**config.mk**
```make
export PLATFORM = sky130hd
export DESIGN_NAME = length_prefixed_crc_deframer
export DESIGN_NICKNAME = d
export VERILOG_FILES = /design/src/hdl/lpcd_pkg.sv /design/src/hdl/lpcd_crc.sv /design/src/hdl/lpcd_parser.sv /design/src/hdl/length_prefixed_crc_deframer.sv
export SDC_FILE = /design/constraint.sdc
export NUM_CORES = 1
export LEC_CHECK = 0
export BUFFER_PORTS_ARGS = -buffer_cell sky130_fd_sc_hd__buf_2
export CAP_MARGIN = 20
export CORE_ASPECT_RATIO = 1.4
export CORE_MARGIN = 2
export CORE_UTILIZATION = 54
export CTS_CLUSTER_DIAMETER = 40
export DETAILED_ROUTE_END_ITERATION = 8
export PLACE_DENSITY = 0.82
export SLEW_MARGIN = 40
export SYNTH_ARGS = -nofsm -noshare
export SYNTH_HDL_FRONTEND = slang
export SYNTH_SLANG_ARGS = --single-unit
```
**constraint.sdc**
```tcl
create_clock -name clk -period 2.5 [get_ports clk]
set_input_delay 0.125 -clock clk [delete_from_list [all_inputs] [get_ports clk]]
set_output_delay 0.125 -clock clk [all_outputs]
set_load 0.02 [all_outputs]
```
**src/hdl/lpcd_pkg.sv**
```systemverilog
// shared types, constants and the crc-16/modbus byte update for the deframer
// no dependencies
package lpcd_pkg;

  localparam logic [15:0] CRC_INIT = 16'hFFFF;
  localparam logic [15:0] CRC_POLY = 16'hA001;

  // configuration register indexes
  localparam logic REG_SOF_BYTE   = 1'b0;
  localparam logic REG_CRC_ENABLE = 1'b1;

  localparam logic [7:0] SOF_BYTE_RST   = 8'd2;
  localparam logic       CRC_ENABLE_RST = 1'b1;

  typedef enum logic [1:0] {
    PH_HUNT   = 2'd0,
    PH_LEN_HI = 2'd1,
    PH_LEN_LO = 2'd2,
    PH_BODY   = 2'd3
  } phase_t;

  typedef enum logic [1:0] {
    ST_GOOD      = 2'd0,
    ST_CRC_BAD   = 2'd1,
    ST_TOO_SHORT = 2'd2
  } status_t;

  typedef struct packed {
    logic [7:0] payload_byte;
    logic       has_byte;
    logic       frame_end;
    status_t    frame_status;
  } result_t;

  // reflected crc, one byte: eight shift/xor steps on a 16-bit value
  function automatic logic [15:0] crc16_byte(input logic [15:0] crc, input logic [7:0] b);
    logic [15:0] c;
    c = crc ^ {8'h00, b};
    for (int k = 0; k < 8; k++) begin
      if (c[0]) begin
        c = (c >> 1) ^ CRC_POLY;
      end else begin
        c = c >> 1;
      end
    end
    return c;
  endfunction

endpackage

```
**src/hdl/lpcd_crc.sv**
```systemverilog
// crc-16/modbus update of the running value by one received word
// depends on lpcd_pkg
module lpcd_crc
  import lpcd_pkg::*;
(
  input  logic [15:0] crc_in,
  input  logic [7:0]  data_in,
  output logic [15:0] crc_out
);

  assign crc_out = crc16_byte(crc_in, data_in);

endmodule

```
**src/hdl/lpcd_parser.sv**
```systemverilog
// frame parser: start hunt, length header, body count, crc check and two-word delay
// depends on lpcd_pkg and lpcd_crc
module lpcd_parser
  import lpcd_pkg::*;
(
  input  logic       clk,
  input  logic       rst_n,
  input  logic [7:0] sof_byte,
  input  logic       crc_enable,
  input  logic       byte_take,
  input  logic [7:0] rx_byte,
  output logic       res_valid,
  output result_t    res
);

  phase_t      phase_r, phase_nxt;
  logic [7:0]  len_hi_r, len_hi_nxt;
  logic [15:0] remain_r, remain_nxt;
  logic [15:0] crc_r, crc_nxt;
  logic [15:0] crc_upd;
  logic [7:0]  dly0_r, dly0_nxt;
  logic [7:0]  dly1_r, dly1_nxt;
  logic [1:0]  fill_r, fill_nxt;
  logic        last;
  logic        popped_has;

  lpcd_crc u_crc (
    .crc_in  (crc_r),
    .data_in (rx_byte),
    .crc_out (crc_upd)
  );

  always_ff @(posedge clk) begin
    if (!rst_n) begin
      phase_r  <= PH_HUNT;
      len_hi_r <= '0;
      remain_r <= '0;
      crc_r    <= CRC_INIT;
      dly0_r   <= '0;
      dly1_r   <= '0;
      fill_r   <= '0;
    end else begin
      phase_r  <= phase_nxt;
      len_hi_r <= len_hi_nxt;
      remain_r <= remain_nxt;
      crc_r    <= crc_nxt;
      dly0_r   <= dly0_nxt;
      dly1_r   <= dly1_nxt;
      fill_r   <= fill_nxt;
    end
  end

  always_comb begin
    phase_nxt  = phase_r;
    len_hi_nxt = len_hi_r;
    remain_nxt = remain_r;
    crc_nxt    = crc_r;
    dly0_nxt   = dly0_r;
    dly1_nxt   = dly1_r;
    fill_nxt   = fill_r;
    res_valid  = 1'b0;
    res        = '0;
    last       = (remain_r == 16'd1);
    popped_has = 1'b0;
    if (byte_take) begin
      case (phase_r)
        PH_HUNT: begin
          if (rx_byte == sof_byte) phase_nxt = PH_LEN_HI;
        end
        PH_LEN_HI: begin
          len_hi_nxt = rx_byte;
          phase_nxt  = PH_LEN_LO;
        end
        PH_LEN_LO: begin
          remain_nxt = {len_hi_r, rx_byte};
          crc_nxt    = CRC_INIT;
          dly0_nxt   = '0;
          dly1_nxt   = '0;
          fill_nxt   = '0;
          if ({len_hi_r, rx_byte} == 16'd0) begin
            // empty frame: bare end marker
            phase_nxt        = PH_HUNT;
            res_valid        = 1'b1;
            res.frame_end    = 1'b1;
            res.frame_status = crc_enable ? ST_TOO_SHORT : ST_GOOD;
          end else begin
            phase_nxt = PH_BODY;
          end
        end
        PH_BODY: begin
          remain_nxt = remain_r - 16'd1;
          if (last) phase_nxt = PH_HUNT;
          if (!crc_enable) begin
            res_valid        = 1'b1;
            res.payload_byte = rx_byte;
            res.has_byte     = 1'b1;
            res.frame_end    = last;
          end else begin
            crc_nxt = crc_upd;
            if (fill_r >= 2'd2) begin
              popped_has = 1'b1;
              dly0_nxt   = dly1_r;
              dly1_nxt   = rx_byte;
            end else if (fill_r == 2'd1) begin
              dly1_nxt = rx_byte;
              fill_nxt = 2'd2;
            end else begin
              dly0_nxt = rx_byte;
              fill_nxt = 2'd1;
            end
            res.payload_byte = popped_has ? dly0_r : 8'd0;
            res.has_byte     = popped_has;
            if (last) begin
              res_valid     = 1'b1;
              res.frame_end = 1'b1;
              if (fill_r == 2'd0) begin
                res.frame_status = ST_TOO_SHORT;
              end else begin
                res.frame_status = (crc_upd == 16'd0) ? ST_GOOD : ST_CRC_BAD;
              end
            end else begin
              res_valid = popped_has;
            end
          end
        end
        default: phase_nxt = PH_HUNT;
      endcase
    end
  end

endmodule

```
**src/hdl/length_prefixed_crc_deframer.sv**
```systemverilog
// top level of the length-prefixed crc-16/modbus deframer
// depends on lpcd_pkg and lpcd_parser
//
//  channel  ports                                   direction  per word
//  in       in_valid/in_ready, in_rx_byte           input      one received byte
//  out      out_valid/out_ready, out_payload_byte,  output     zero or one result
//           out_has_byte, out_frame_end, out_frame_status
//  cfg      cfg_we, cfg_index, cfg_data             input      one register write
//
// one word per cycle unless stalled: the parser updates its state in the cycle
// a word is taken and the result lands in the output register on the same edge
// the output register frees up in the cycle it is read, so in_ready stays high
// under continuous flow; it drops only while a result waits with out_ready low
// synchronous active-low reset: hunting for start byte, start byte 2, crc on
module length_prefixed_crc_deframer
  import lpcd_pkg::*;
(
  input  logic       clk,
  input  logic       rst_n,
  // configuration
  input  logic       cfg_we,
  input  logic       cfg_index,
  input  logic [7:0] cfg_data,
  // received words
  input  logic       in_valid,
  output logic       in_ready,
  input  logic [7:0] in_rx_byte,
  // results
  output logic       out_valid,
  input  logic       out_ready,
  output logic [7:0] out_payload_byte,
  output logic       out_has_byte,
  output logic       out_frame_end,
  output logic [1:0] out_frame_status
);

  logic [7:0] sof_byte_r;
  logic       crc_enable_r;
  logic       out_valid_r, out_valid_nxt;
  result_t    out_res_r;
  logic       take;
  logic       res_valid;
  result_t    res;

  // configuration registers: the user writes them only while idle; not enforced
  always_ff @(posedge clk) begin
    if (!rst_n) begin
      sof_byte_r   <= SOF_BYTE_RST;
      crc_enable_r <= CRC_ENABLE_RST;
    end else if (cfg_we) begin
      case (cfg_index)
        REG_SOF_BYTE:   sof_byte_r   <= cfg_data;
        REG_CRC_ENABLE: crc_enable_r <= cfg_data[0];
        default: ;
      endcase
    end
  end

  // accept whenever the output register is empty or being drained
  assign in_ready = !out_valid_r || out_ready;
  assign take     = in_valid && in_ready;

  lpcd_parser u_parser (
    .clk        (clk),
    .rst_n      (rst_n),
    .sof_byte   (sof_byte_r),
    .crc_enable (crc_enable_r),
    .byte_take  (take),
    .rx_byte    (in_rx_byte),
    .res_valid  (res_valid),
    .res        (res)
  );

  // output register: loads a new result or clears once the old one is read
  always_comb begin
    out_valid_nxt = out_valid_r;
    if (take) begin
      out_valid_nxt = res_valid;
    end else if (out_ready) begin
      out_valid_nxt = 1'b0;
    end
  end

  always_ff @(posedge clk) begin
    if (!rst_n) begin
      out_valid_r <= 1'b0;
    end else begin
      out_valid_r <= out_valid_nxt;
    end
  end

  // payload needs no reset
  always_ff @(posedge clk) begin
    if (take && res_valid) begin
      out_res_r <= res;
    end
  end

  assign out_valid        = out_valid_r;
  assign out_payload_byte = out_res_r.payload_byte;
  assign out_has_byte     = out_res_r.has_byte;
  assign out_frame_end    = out_res_r.frame_end;
  assign out_frame_status = out_res_r.frame_status;

endmodule

```
==> flow_summary_export.csv <==
group,metric,value,unit
timing,totalNegativeSetupSlack,0,ps
die,core_area,7650,sq um
finish,filler_cell_count,640,
placed_design,place.gp.congestion,0.922,
clock_tree,tritoncts_num_sinks,82,
synthesis,synthesis.yosys.warnings,0,
pwr,max-vdd-ir-drop,0.464,mV
synthesis,leading_area_contributor_after_synthesis,"sky130_fd_sc_hd__dfxtp_1",
status,run_status,"completed",
timing,unrepaired_setup_endpoints_after_global_routing,"no",
clock_tree,clock_path_buffers,2,
timing,drv_slew,0,
global_route,grt_max_degree,46,
finish,antennaDiodeCount,0,
die,placement_rows,38,
drt,totalWireLength,11.1,mm
global_route,total_grt_usage,0.268,
global_route,wire_length_of_the_first_global_routing_pass,17.6,mm
synthesis,most_common_cell_in_the_synthesized_netlist,"sky130_fd_sc_hd__dfxtp_1",
clock_tree,worstSkewPairLatency,370,ps
placed_design,number_of_buffers_inserted_by_port_buffering,35,
synthesis,post_synth_mux_area_share,0.0214,
setup_path,timing.critical_path.required,2610,ps
synthesis,synth-compound-area-share,0.169,
timing,finalHoldViolations,0,
synthesis,distinct_cell_type_count_after_synthesis,53,
die,initial_core_util,0.550,
worst_hold_path,min-delay-start,"cfg_data[0]",
synthesis,post_synth.cell_area_avg,8.10,sq um
clock_tree,htree_levels,3,
worst_hold_path,whs_path_depth,3,
pwr,power_per_cell_area,516,nW/um^2
setup_path,rr_worst_depth,8,
drt,wl_per_cell,16.8,um
setup_path,worstSetupStartpointType,"flop",
setup_path,critical_path.reg2reg.endpoint,"out_frame_status[0]",
synthesis,synth_fa_ha_area_frac,0.00892,
finish,syn2layout_area_growth,15.0,%
timing,final.period_utilization,0.965,
clock_tree,tritoncts.num_buffers,9,
clock_tree,clock_slew_at_reported_path_ffs,90,ps
setup_path,regToRegStartpoint,"u_parser.crc_r[0]",
synthesis,synth.cells.most_frequent,"sky130_fd_sc_hd__dfxtp_1 (70), sky130_fd_sc_hd__nand2_1 (68), sky130_fd_sc_hd__a21oi_1 (57), sky130_fd_sc_hd__nor2_1 (33), sky130_fd_sc_hd__clkbuf_1 (30)",
timing,clock.fmax,414,MHz
timing,setup_viol_count_final,0,
run,drv_cap,0,
synthesis,mappedNetlistArea,4210,sq um
finish,layout.area.seq,1760,sq um
synthesis,synth_simple_gate_area_share,0.261,
drt,drcViolationCount,0,
timing,slew_headroom,0.456,
synthesis,synthesis.nets,545,
worst_hold_path,worstHoldPathType,"in -> reg",
finish,multi_input_comb_area,2290,sq um
setup_path,endpoint_kind,"flop",
synthesis,seq_area_frac_synth,0.418,
synthesis,most_used_flip_flop_cell_after_synthesis,"sky130_fd_sc_hd__dfxtp_1",
drt,final_antenna_net_count,0,
global_route,overflow,0,
clock_tree,tritoncts,"yes",
placed_design,placedCellCount,634,
synthesis,yosys.area_share.xor_xnor,0.0669,
pwr,p_leak,1.79,nW
worst_hold_path,hold_end,"sof_byte_r[0]",
die,die_height,108,um
clock_tree,postCtsSetupBuffers,0,
finish,layout.core_utilization,0.633,
finish,nets_finish,577,
global_route,antenna_found_initial,0,
synthesis,main_combinational_cell_family_by_area_after_synthesis,"simple AND/OR/NAND/NOR gates",
setup_path,r2r_setup_slack,90,ps
synthesis,synth-edff-count,12,
die,die_area,8530,sq um
die,boundaryPins,36,
finish,final_cells,657,
placed_design,place.detailed.hpwl,7.49,mm
setup_path,worstSetupPathType,"reg -> reg",
clock_tree,root_driver,"sky130_fd_sc_hd__clkbuf_8",
timing,final.setup_skew,11.7,ps
synthesis,synth_cells,520,
drt,via_count,3942,
setup_path,crit_arrival,2520,ps
setup_path,worst-path-max-fanout,2,
global_route,first_global_vias,3642,
die,die_w,78.6,um
drt,avgViaCountPerCell,6.00,
finish,layout-drive-gt1-share,0.174,
drt,drtPass1Iterations,5,
timing,fin_crit,2410,ps
drt,drt_iter0_markers,275,
synthesis,synth-seq-cells,82,
synthesis,async_reset_ff_frac,0,
synthesis,synth_largest_type_area_fraction,0.333,
timing,worstMarginPinSlew,816,ps
synthesis,top_cells_by_area_in_the_synthesized_netlist,"sky130_fd_sc_hd__dfxtp_1 (33%), sky130_fd_sc_hd__edfxtp_1 (8.6%), sky130_fd_sc_hd__a21oi_1 (6.8%)",
## logic make-up (layout without fill, tap and decap cells)
family / Yosys count / in the layout
multiplexers: 9 / 9
flip-flops: 82 / 82
XOR/XNOR: 29 / 29
adder cells (fa/ha/maj): 3 / 3
buffers and inverters: 56 / 93
AND/OR/NAND/NOR: 219 / 219
AO/OA/AOI/OAI: 122 / 122
## layer usage
layer  share of wire  GRT usage  vias to the layer above
li1                -          -                     1900
met1            0.40      0.328                     1875
met2            0.50      0.438                      136
met3           0.061     0.0543                       31
met4           0.038      0.152                        0
met5               0          0                        -
## worst max-delay path by stage
stage | from | slack, ps | depth (start not counted) | end
after global placement | u_parser.crc_r[5] | 90 | 8 | out_frame_status[0]
after floorplan | u_parser.crc_r[0] | 210 | 8 | out_frame_status[0]
after detailed placement | u_parser.crc_r[5] | 30 | 8 | out_frame_status[0]
after CTS | u_parser.crc_r[5] | 30 | 8 | out_frame_status[0]
final | u_parser.crc_r[0] | 90 | 8 | out_frame_status[0]
after global routing | u_parser.crc_r[1] | 20 | 8 | out_frame_status[0]
## worst max-delay path: stages, from the launching register on
cell and delay (ps):
sky130_fd_sc_hd__dfxtp_2 350, sky130_fd_sc_hd__xor2_2 170, sky130_fd_sc_hd__xnor3_1 430, sky130_fd_sc_hd__xnor3_1 420, sky130_fd_sc_hd__ha_4 300, sky130_fd_sc_hd__xnor2_2 110
sky130_fd_sc_hd__nand2_1 70, sky130_fd_sc_hd__nor4_1 180, sky130_fd_sc_hd__a311oi_1 120
## state kept, by name, indices dropped and copies added (netlist names)
register,cells
out_valid,1
u_parser.phase_r,2
u_parser.remain_r,16
u_parser.fill_r,2
out_frame_status,2
out_payload_byte,8
u_parser.len_hi_r,8
out_frame_end,1
crc_enable_r,1
sof_byte_r,8
u_parser.dly1_r,8
u_parser.crc_r,16
u_parser.dly0_r,8
out_has_byte,1
## placed cells by master, fill, tap and decap left out, drive strengths merged, types with 4 or more instances in the layout
cell type,netlist,final
nor4,10,10
inv,12,14
dlygate4sd3,0,7
a31oi,8,8
nand4,11,11
clkbuf,30,10
dfxtp,70,70
buf,14,58
nor3b,6,6
nand2b,11,11
and3,4,4
o21ai,23,23
xnor2,12,12
nor2b,6,6
nor2,34,34
clkinv,0,4
a22oi,6,6
nand2,69,69
mux2i,9,9
a21oi,57,57
nor3,18,18
a211oi,4,4
o22ai,9,9
xor2,15,15
and2,6,6
nand3,26,26
or3,8,8
edfxtp,12,12
## through the flow
stage	total power [W]	hold slack, ps	setup slack [ps]	area [sq um]
floorplan	0.00151	249	210	4220
global placement	0.00158	338	92.4	4520
detailed placement	0.00158	352	31.3	4520
CTS	0.00248	14.8	33.3	4780
global route	0.00259	41.1	17.1	4840
finish	0.00250	19.4	87.0	4840
## cell type report
| cell class | count | share of cell area |
|---|---|---|
| tap | 100 | 0.0258 |
| timing repair buffer | 65 | 0.0889 |
| sequential | 82 | 0.364 |
| clock inverter | 6 | 0.0101 |
| clock buffer | 10 | 0.0284 |
| inverter | 12 | 0.00930 |
| multi-input combinational | 382 | 0.474 |
## where the power goes
group | internal [W] | switching, W | leakage [nW] | total (W)
Clock | 0.000398 | 0.000518 | 0.0972 | 0.000917
Sequential | 0.00134 | 0.00000561 | 0.699 | 0.00134
Combinational | 0.000105 | 0.000135 | 0.998 | 0.000240
## timing repair
item	in CTS	in global routing
hold buffers	7	0
endpoints found under the setup margin	0	1
gates resized for setup	0	9
endpoints found under the hold margin	7	0
Power figures use the tool's default switching activity.
